--- src/rtl/core/cdes_pkg.sv ---
// ---------------------------------------------------------------------------
// cdes_pkg
// Shared types, sizes and helpers for the circular double-ended stack.
// ---------------------------------------------------------------------------
package cdes_pkg;

	localparam int DEPTH      = 64;
	localparam int DATA_WIDTH = 32;
	localparam int IDX_W      = (DEPTH > 1) ? $clog2(DEPTH) : 1;
	localparam int CNT_W      = $clog2(DEPTH + 1);

	// Operation codes
	localparam logic [1:0] OP_PUSH = 2'd0;
	localparam logic [1:0] OP_POP  = 2'd1;
	localparam logic [1:0] OP_PEEK = 2'd2;

	// End select codes
	localparam logic END_PRIMARY = 1'b0;
	localparam logic END_REVERSE = 1'b1;

	typedef logic [IDX_W-1:0]      idx_t;
	typedef logic [CNT_W-1:0]      cnt_t;
	typedef logic [DATA_WIDTH-1:0] data_t;

	typedef enum logic {
		ST_IDLE,
		ST_EXEC
	} state_t;

	// Commands from controller to datapath
	typedef struct packed {
		logic issue;        // transaction accepted: update pointers, access store
		logic load_result;  // capture the finished result in the output register
	} cdes_cmd_t;

	// Add two in-range indices modulo DEPTH
	function automatic idx_t wrap_add(input idx_t a, input idx_t b);
		logic [IDX_W:0] sum;
		sum = {1'b0, a} + {1'b0, b};
		if (sum >= (IDX_W + 1)'(DEPTH)) begin
			sum = sum - (IDX_W + 1)'(DEPTH);
		end
		return sum[IDX_W-1:0];
	endfunction

	// Step an index down by one, wrapping
	function automatic idx_t wrap_dec(input idx_t a);
		return (a == '0) ? IDX_W'(DEPTH - 1) : a - IDX_W'(1);
	endfunction

	// Step an index up by one, wrapping
	function automatic idx_t wrap_inc(input idx_t a);
		return (a == IDX_W'(DEPTH - 1)) ? '0 : a + IDX_W'(1);
	endfunction

endpackage

--- src/rtl/core/cdes_ctrl.sv ---
// ---------------------------------------------------------------------------
// cdes_ctrl
// Controller: sequences each transaction through issue and result capture,
// and owns the input stall and the output valid.
// ---------------------------------------------------------------------------
module cdes_ctrl (
	input  logic                clk,
	input  logic                arst_n,
	input  logic                in_valid,
	output logic                in_stall,
	output logic                out_valid,
	input  logic                out_stall,
	output cdes_pkg::cdes_cmd_t cmd
);

	cdes_pkg::state_t state_q, state_nxt;
	logic             out_valid_q, out_valid_nxt;
	logic             out_free;

	// Hold state and output valid
	always_ff @(posedge clk or negedge arst_n) begin
		if (!arst_n) begin
			state_q     <= cdes_pkg::ST_IDLE;
			out_valid_q <= 1'b0;
		end else begin
			state_q     <= state_nxt;
			out_valid_q <= out_valid_nxt;
		end
	end

	assign out_free = !out_valid_q || !out_stall;

	// Next state and commands
	always_comb begin
		state_nxt         = state_q;
		out_valid_nxt     = out_valid_q && out_stall;
		in_stall          = 1'b1;
		cmd.issue         = 1'b0;
		cmd.load_result   = 1'b0;
		case (state_q)
			cdes_pkg::ST_IDLE: begin
				in_stall = 1'b0;
				if (in_valid) begin
					cmd.issue = 1'b1;
					state_nxt = cdes_pkg::ST_EXEC;
				end
			end
			cdes_pkg::ST_EXEC: begin
				// Wait for the output register to drain, then load it
				if (out_free) begin
					cmd.load_result = 1'b1;
					out_valid_nxt   = 1'b1;
					state_nxt       = cdes_pkg::ST_IDLE;
				end
			end
			default: begin
				state_nxt = cdes_pkg::ST_IDLE;
			end
		endcase
	end

	assign out_valid = out_valid_q;

endmodule

--- src/rtl/core/cdes_dpath.sv ---
// ---------------------------------------------------------------------------
// cdes_dpath
// Datapath: front index and entry count, the circular store with one
// registered read port, and the result register.
// ---------------------------------------------------------------------------
module cdes_dpath (
	input  logic                    clk,
	input  logic                    arst_n,
	input  cdes_pkg::cdes_cmd_t     cmd,
	input  logic [1:0]              operation,
	input  logic                    end_select,
	input  logic [31:0]             push_value,
	output logic                    success,
	output logic [31:0]             read_value,
	output logic [6:0]              fill_count,
	output logic                    is_empty,
	output logic                    is_full
);

	cdes_pkg::data_t store_mem [cdes_pkg::DEPTH];

	cdes_pkg::idx_t  front_q, front_nxt;
	cdes_pkg::cnt_t  count_q, count_nxt;
	cdes_pkg::idx_t  acc_idx;
	cdes_pkg::data_t wr_data;
	logic            is_push, is_read, is_pop;
	logic            empty_now, full_now;
	logic            wr_en, ok;

	cdes_pkg::data_t rd_data_s1;
	logic            ok_s1;
	logic            rd_s1;

	logic            success_q;
	cdes_pkg::data_t read_value_q;
	cdes_pkg::cnt_t  fill_count_q;
	logic            is_empty_q;
	logic            is_full_q;

	assign is_push   = (operation == cdes_pkg::OP_PUSH);
	assign is_pop    = (operation == cdes_pkg::OP_POP);
	assign is_read   = is_pop || (operation == cdes_pkg::OP_PEEK);
	assign empty_now = (count_q == '0);
	assign full_now  = (count_q == cdes_pkg::CNT_W'(cdes_pkg::DEPTH));
	assign wr_data   = push_value[cdes_pkg::DATA_WIDTH-1:0];

	// Work out the entry touched and the new pointers
	always_comb begin
		acc_idx   = front_q;
		front_nxt = front_q;
		count_nxt = count_q;
		ok        = 1'b0;
		wr_en     = 1'b0;
		if (is_push && !full_now) begin
			ok        = 1'b1;
			wr_en     = 1'b1;
			count_nxt = count_q + cdes_pkg::CNT_W'(1);
			if (end_select == cdes_pkg::END_REVERSE) begin
				front_nxt = cdes_pkg::wrap_dec(front_q);
				acc_idx   = front_nxt;
			end else begin
				acc_idx = cdes_pkg::wrap_add(front_q, count_q[cdes_pkg::IDX_W-1:0]);
			end
		end else if (is_read && !empty_now) begin
			ok = 1'b1;
			if (end_select == cdes_pkg::END_REVERSE) begin
				acc_idx = front_q;
				if (is_pop) begin
					front_nxt = cdes_pkg::wrap_inc(front_q);
				end
			end else begin
				acc_idx = cdes_pkg::wrap_add(front_q,
					cdes_pkg::IDX_W'(count_q - cdes_pkg::CNT_W'(1)));
			end
			if (is_pop) begin
				count_nxt = count_q - cdes_pkg::CNT_W'(1);
			end
		end
	end

	// Advance front index and entry count
	always_ff @(posedge clk or negedge arst_n) begin
		if (!arst_n) begin
			front_q <= '0;
			count_q <= '0;
		end else if (cmd.issue) begin
			front_q <= front_nxt;
			count_q <= count_nxt;
		end
	end

	// Write the store on a successful push
	always_ff @(posedge clk) begin
		if (cmd.issue && wr_en) begin
			store_mem[acc_idx] <= wr_data;
		end
	end

	// Read the store and register the outcome
	always_ff @(posedge clk) begin
		if (cmd.issue) begin
			rd_data_s1 <= store_mem[acc_idx];
			ok_s1      <= ok;
			rd_s1      <= ok && is_read;
		end
	end

	// Capture the result
	always_ff @(posedge clk) begin
		if (cmd.load_result) begin
			success_q    <= ok_s1;
			read_value_q <= rd_s1 ? rd_data_s1 : '0;
			fill_count_q <= count_q;
			is_empty_q   <= (count_q == '0);
			is_full_q    <= (count_q == cdes_pkg::CNT_W'(cdes_pkg::DEPTH));
		end
	end

	assign success    = success_q;
	assign read_value = 32'(read_value_q);
	assign fill_count = 7'(fill_count_q);
	assign is_empty   = is_empty_q;
	assign is_full    = is_full_q;

endmodule

--- src/rtl/core/circular_double_ended_stack.sv ---
// ---------------------------------------------------------------------------
// circular_double_ended_stack
// Two stacks sharing one circular store from opposite ends (a deque).
// ---------------------------------------------------------------------------
// Each transaction names an end (primary top or reverse end) and pushes,
// pops or peeks; each gives exactly one result with success, the word read
// (zero on push or failure), the fill count afterwards and empty/full flags.
// A transaction has two steps: one updates the pointers and accesses the
// store, the other moves the store's registered read data into the output
// register once that is free; no new transaction is taken in between. The
// input is taken again while a finished result still waits in the output
// register. The store needs no clearing after reset.
// ---------------------------------------------------------------------------
module circular_double_ended_stack (
	input  logic        clk,
	input  logic        arst_n,
	input  logic        in_valid,
	output logic        in_stall,
	input  logic [1:0]  operation,
	input  logic        end_select,
	input  logic [31:0] push_value,
	output logic        out_valid,
	input  logic        out_stall,
	output logic        success,
	output logic [31:0] read_value,
	output logic [6:0]  fill_count,
	output logic        is_empty,
	output logic        is_full
);

	cdes_pkg::cdes_cmd_t cmd;

	// Sequence transactions
	cdes_ctrl u_ctrl (
		.clk       (clk),
		.arst_n    (arst_n),
		.in_valid  (in_valid),
		.in_stall  (in_stall),
		.out_valid (out_valid),
		.out_stall (out_stall),
		.cmd       (cmd)
	);

	// Store, pointers and result register
	cdes_dpath u_dpath (
		.clk        (clk),
		.arst_n     (arst_n),
		.cmd        (cmd),
		.operation  (operation),
		.end_select (end_select),
		.push_value (push_value),
		.success    (success),
		.read_value (read_value),
		.fill_count (fill_count),
		.is_empty   (is_empty),
		.is_full    (is_full)
	);

endmodule

--- config.mk ---
export PLATFORM = sky130hd
export DESIGN_NAME = circular_double_ended_stack
export DESIGN_NICKNAME = d
export VERILOG_FILES = /design/src/rtl/core/cdes_pkg.sv /design/src/rtl/core/cdes_ctrl.sv /design/src/rtl/core/cdes_dpath.sv /design/src/rtl/core/circular_double_ended_stack.sv
export SDC_FILE = /design/constraint.sdc
export NUM_CORES = 2
export LEC_CHECK = 0
export BUFFER_PORTS_ARGS = -buffer_cell sky130_fd_sc_hd__buf_4
export CAP_MARGIN = 20
export CORE_ASPECT_RATIO = 1.4
export CORE_MARGIN = 1
export CORE_UTILIZATION = 54
export CTS_CLUSTER_DIAMETER = 50
export CTS_CLUSTER_SIZE = 12
export DETAILED_ROUTE_END_ITERATION = 10
export MAX_ROUTING_LAYER = met4
export PLACE_DENSITY = 0.68
export SLEW_MARGIN = 10
export SYNTH_ARGS = -nofsm -noshare
export SYNTH_HDL_FRONTEND = slang
export SYNTH_SLANG_ARGS = --single-unit
export TNS_END_PERCENT = 50
--- constraint.sdc ---
create_clock -name clk -period 15.6 [get_ports clk]
set_input_delay 3.12 -clock clk [delete_from_list [all_inputs] [get_ports clk]]
set_output_delay 3.12 -clock clk [all_outputs]
set_load 0.005 [all_outputs]
=== Word level (Yosys, flattened, before mapping) ===
Memory sizes are Yosys's and may differ from the RTL's. A register that Yosys moved wholly into a read port is not among the register bits.
Index checks and enable logic that the tools add are counted.

* Memory bits (writable): 2,048
* Logic and storage cells: 77
* Memories kept: 1
* Flip-flop bits (word level): 59

{| class="wikitable"
|+ Memories
! name !! depth !! width !! read ports !! clocked after Yosys merged registers in !! wr ports !! RTL line !! source
|-
| u_dpath.store_mem || 64 || 32 || 1 || 1 || 1 || cdes_dpath.sv:20 || <nowiki>cdes_pkg::data_t store_mem [cdes_pkg::DEPTH];</nowiki>
|}

* Bitwise operators: 1
* Magnitude comparators: 2
* Add/sub/neg operators: 8
* Equality and inequality tests: 6
* Reductions and logical operators: 18
* Muxes and demuxes: 30

{| class="wikitable"
|+ Operators with widths
! operator !! count
|-
| 6-bit 2-to-1 mux || 13
|-
| 7-bit 2-to-1 mux || 3
|-
| 6-bit by 1-bit subtractor with 6-bit output (second input constant) || 3
|-
| 6-bit by 6-bit adder with 7-bit output || 2
|-
| 7-bit greater-or-equal comparator (second input constant) || 2
|-
| 1-bit 2-to-1 mux || 13
|-
| 7-bit by 1-bit adder with 7-bit output (second input constant) || 1
|-
| 7-bit equality test (second input constant) || 1
|-
| 7-bit zero test || 1
|-
| 7-bit by 1-bit subtractor with 7-bit output (second input constant) || 1
|-
| 6-bit by 1-bit adder with 6-bit output (second input constant) || 1
|-
| 6-bit equality test (second input constant) || 1
|-
| 6-bit zero test || 1
|-
| 1-bit logical AND || 5
|-
| 5-bit AND reduction || 1
|-
| 1-bit zero test || 4
|-
| 2-bit inequality test (second input constant) || 2
|-
| 2-bit nonzero test || 2
|-
| 3-bit AND reduction || 1
|-
| 2-bit by 1-bit equality test with 1-bit output (second input constant) || 1
|-
| 2-bit equality test (second input constant) || 1
|-
| 2-bit zero test || 1
|-
| 1-bit logical OR || 2
|-
| 1-bit case mux with 2 select lines || 1
|-
| 1-bit NOT || 1
|}

=== Depth between registers and ports, before layout ===
* Depth after elaboration: 7
* Gate-level depth with buffers: 16
* Gate-level depth less buffers: 13

=== Cells and area by module ===
A second synthesis with hierarchy kept.

* Cells, all modules: 5,638
* Area, all modules: 84,940.2 µm²

{| class="wikitable"
|+ By module, submodules not included
! module !! seq. area each (µm²) !! area each (µm²) !! times used !! cells each
|-
| cdes_dpath || 64,106.5 || 84,856.4 || 1 || 5,632
|-
| cdes_ctrl || 50.0 || 83.8 || 1 || 6
|}

=== Least setup slack after synthesis ===
No wires, ideal clock.

* Kind: input to register
* From: input operation[0]
* To: memory u_dpath.store_mem[11][0] (netlist name), enable pin
* Path slack: 8.188 ns
* Setup time: 0.421 ns
* Stages on the path: 14
* Buffers on the path: 7
* Arrival: 6.991 ns
* Path through: inv_1 > ha_1 > o21a_1 > buf_2 > and4_4 > buf_6 > or4_1 > buf_4 > buf_2 > buf_2 > buf_1 > or3_1 > clkbuf_1 > nor2_1

* Word-level cells in the longest chain between the ends: 6
* Elaborated cells between the ends (all ways): 12

{| class="wikitable"
|+ RTL lines
! what !! RTL line !! source
|-
| start: declaration || circular_double_ended_stack.sv:19 || <nowiki>input logic [1:0] operation,</nowiki>
|-
| 2-bit zero test || cdes_dpath.sv:40 || <nowiki>assign is_push = (operation == cdes_pkg::OP_PUSH);</nowiki>
|-
| 1-bit logical AND || cdes_dpath.sv:54 || <nowiki>if (is_push && !full_now) begin</nowiki>
|-
| 1-bit 2-to-1 mux || cdes_dpath.sv:54 ||
|-
| 1-bit logical AND || cdes_dpath.sv:94 || <nowiki>if (cmd.issue && wr_en) begin</nowiki>
|-
| 1-bit 2-to-1 mux || cdes_dpath.sv:94 ||
|-
| 1-bit 2-to-1 mux (implied by the code) || cdes_dpath.sv:95 || <nowiki>store_mem[acc_idx] <= wr_data;</nowiki>
|-
| end: declaration || cdes_dpath.sv:20 ||
|}

Several ways; a longest one is shown, not always the timed one.

=== Final worst setup path ===
* From: input operation[1]
* To: register u_dpath.rd_data_s1[14], read port of u_dpath.store_mem, data pin

* Word-level cells in the longest chain between the ends: 5
* Elaborated cells between the ends (all ways): 8

{| class="wikitable"
|+ RTL lines
! what !! RTL line !! source
|-
| 2-bit by 1-bit equality test with 1-bit output / 2-bit equality test (equally long branches) || cdes_dpath.sv:41, cdes_dpath.sv:42 ||
|-
| 1-bit logical OR || cdes_dpath.sv:42 || <nowiki>assign is_read = is_pop || (operation == cdes_pkg::OP_PEEK);</nowiki>
|-
| 1-bit logical AND || cdes_dpath.sv:64 || <nowiki>end else if (is_read && !empty_now) begin</nowiki>
|-
| 6-bit 2-to-1 mux || cdes_dpath.sv:64 ||
|-
| 6-bit 2-to-1 mux * || cdes_dpath.sv:54 ||
|-
| end: declaration || cdes_dpath.sv:30 || <nowiki>cdes_pkg::data_t rd_data_s1;</nowiki>
|}

Every way passes the cells marked *; elsewhere a longest branch is shown, timed or not.
A chain may end at the register's enable or synchronous reset.

==> results.ini <==
[place]
port_buffers = 82
dp.cells = 7286
place_congestion = 0.854
dp_hpwl_mm = 137

[route]
first_pass_iters = 10
vias_per_cell = 7.45
drc = 1
wl_per_cell_um = 36.3
drt_iter0_markers = 7306
ant_nets = 0
wirelength_mm = 276
vias = 56600

[logic_synthesis]
yosysSeqAreaShare_pct = 71.4
syn_avg_cell_area_um2 = 16.2
synth_common_cells = edfxtp_1, a211oi_1, o41a_1
synth_area_leaders = edfxtp_1, o41a_1, a211oi_1
synthCells = 5532
synthDistinctLibCells = 66
yosysTopAreaCell = edfxtp_1
syn_nets = 5591
synthFlopType = edfxtp_1
async_reset_ff_share_pct = 0.701
synth.most_common_cell = edfxtp_1
ys_warn_count = 0
yosysTopAreaCellShare_pct = 71.0
syn-cell-area_um2 = 89900
yosys_register_bits = 2139
synth_edf_count = 2124

[sta]
fin_crit_sh_pct = 52.8
tns_ns = 0
max_clock_freq_ghz = 0.121
hold_viol = 0
slew_violations = 0
rsz0062_at_grt = no
setup_viol = 0
tightest_slew_ns = 1.40
maxSlewHeadroom_pct = 6.82
fin_crit_ns = 8.23
skew_ns = 0.0352

[run_status]
violations = DRC
status = finished, violations left

[clocking]
root_buffer = clkbuf_16
cts_resized = 0
cts_tree = built
cts.path.max_buffers = 3
cts_hold_buf = 0
cts_buffers = 203
clock_sinks = 2139
htree_levels = 4
clkSlewWorstSetupHoldPaths_ns = 0.06
clk_latency_ns = 0.86
post-cts-setup-buffers = 0

[global_routing]
grt_pass1_wl_mm = 393
grt_max_degree = 203
first_global_vias = 54500
grt_util_all_layers_pct = 33.3
antenna_found_initial = 41
grt.overflow.total = 0

[run]
cap_violations = 0

[power]
peakVddDrop_mv = 0.190
leakage_uw = 0.0303
powerDensity_nw_per_um2 = 184

[final_layout]
stdcell_count = 7603
nFillCells = 11900
finalNetCount = 5414
area_delta_synth_final_pct = 9.49
final_layout_size_suffix_gt1_share_pct = 11.6

[die]
fp.dieW_um = 347
die_area_um2 = 168000
start_util_pct = 54.6
core_um2 = 165000
ios = 83
die_h_um = 485
rows = 176

[setup_path]
worstPathArrival_ns = 8.95
crit_type = in -> reg
endpoint_kind = flip-flop
start_kind = input port
critPathRequiredTime_ns = 16.32
crit_fanout = 72
r2r_cells = 13

[worst_hold_path]
holdPathStages = 0
hold_path_class = reg -> reg

[area by class of cell]
class | instances | area, um2 | share of cell area, %
clock buffer | 221 | 5280 | 5.36
clock inverter | 23 | 220 | 0.224
timing repair buffer | 234 | 1950 | 1.98
multi-input combinational | 2627 | 23400 | 23.8
antenna | 73 | 183 | 0.186
inverter | 150 | 563 | 0.572
sequential | 2139 | 64200 | 65.2
tap | 2136 | 2670 | 2.72
[placed cells by master (no fill, tap or decap), drive strengths merged, types with 73 or more instances in the layout]
cell type	netlist	final
edfxtp	2124	2124
a211oi	573	573
o41a	564	564
mux2i	256	256
buf	80	234
clkbuf	536	221
a2111o	188	188
inv	150	162
a21oi	157	157
o211ai	146	146
o41ai	137	137
o22ai	131	131
nor2	83	83
diode	0	73
[worst max-delay path, cell delays in order]
cell	delay (ns)
buf_4	0.11
inv_1	0.07
ha_1	0.25
o21a_1	0.15
buf_4	0.38
and4_4	0.68
buf_4	0.65
buf_4	0.63
buf_4	0.82
buf_4	0.60
o41a_1	0.26
a211oi_1	0.06
a2111o_1	0.33
o22ai_1	0.44
or4_1	0.21
[metal layers]
layer	routed length [um]	part of all wire, %	GRT usage, %
met3	27200	9.9	6.79
met2	130000	47	50.6
met5	0	0	-
met1	104000	38	42.6
met4	13900	5.0	16.7
[cell families (layout without fill, tap and decap cells)]
kind of cell | after synthesis | count (layout) | synth area share [%]
AOI/OAI and AO/OA | 2021 | 2021 | 19.7
xor gates and xnor gates | 17 | 17 | 0.166
DFF | 2139 | 2139 | 71.4
muxes | 324 | 324 | 3.71
and+or+nand+nor | 245 | 245 | 1.48
other | 0 | 73 | 0
buffers and inverters | 766 | 628 | 3.31
adders and majority gates | 20 | 20 | 0.295
[power breakdown]
| group | switching (uW) | leakage (uW) | internal [uW] |
|---|---|---|---|
| Clock | 2030 | 0.00269 | 2380 |
| Sequential | 170 | 0.0193 | 6530 |
| Combinational | 4800 | 0.00825 | 2180 |
[final timing paths]
check	start	to	slack (ns)
max	operation[1]	u_dpath.rd_data_s1[14]$_DFFE_PP_	7.37
min	u_dpath.ok_s1$_DFFE_PP_	u_dpath.success$_DFFE_PP_	0.44
max reg2reg	u_dpath.count_q[2]$_DFFE_PN0P_	u_dpath.rd_data_s1[25]$_DFFE_PP_	8.72
min reg2reg	u_dpath.ok_s1$_DFFE_PP_	u_dpath.success$_DFFE_PP_	0.44
max in group asynchronous	arst_n	u_dpath.front_q[3]$_DFFE_PN0P_	13.26
min in group asynchronous	arst_n	u_dpath.count_q[6]$_DFFE_PN0P_	2.13
[flip-flops by register name, indices dropped and copies added, names as in the netlist, 6 cells and up]
signal	flops
u_dpath.count_q	7
u_dpath.fill_count	7
u_dpath.front_q	6
u_dpath.rd_data_s1	32
u_dpath.read_value	32
u_dpath.store_mem	2048
[metrics by stage]
step	worst slack, ns	hold WS [ns]	instance area, um2	total power, uW	utilization (%)
detailed placement	6.69	0.417	92700	13600	56.3
global placement	6.43	0.416	92700	13500	56.3
CTS	7.56	0.431	98200	18000	59.6
floorplan	8.19	0.400	89900	10900	-
finish	7.37	0.437	98400	18100	59.7
global route	7.26	0.443	98400	18600	59.7
No activity file was read; power rests on OpenSTA's default activity.
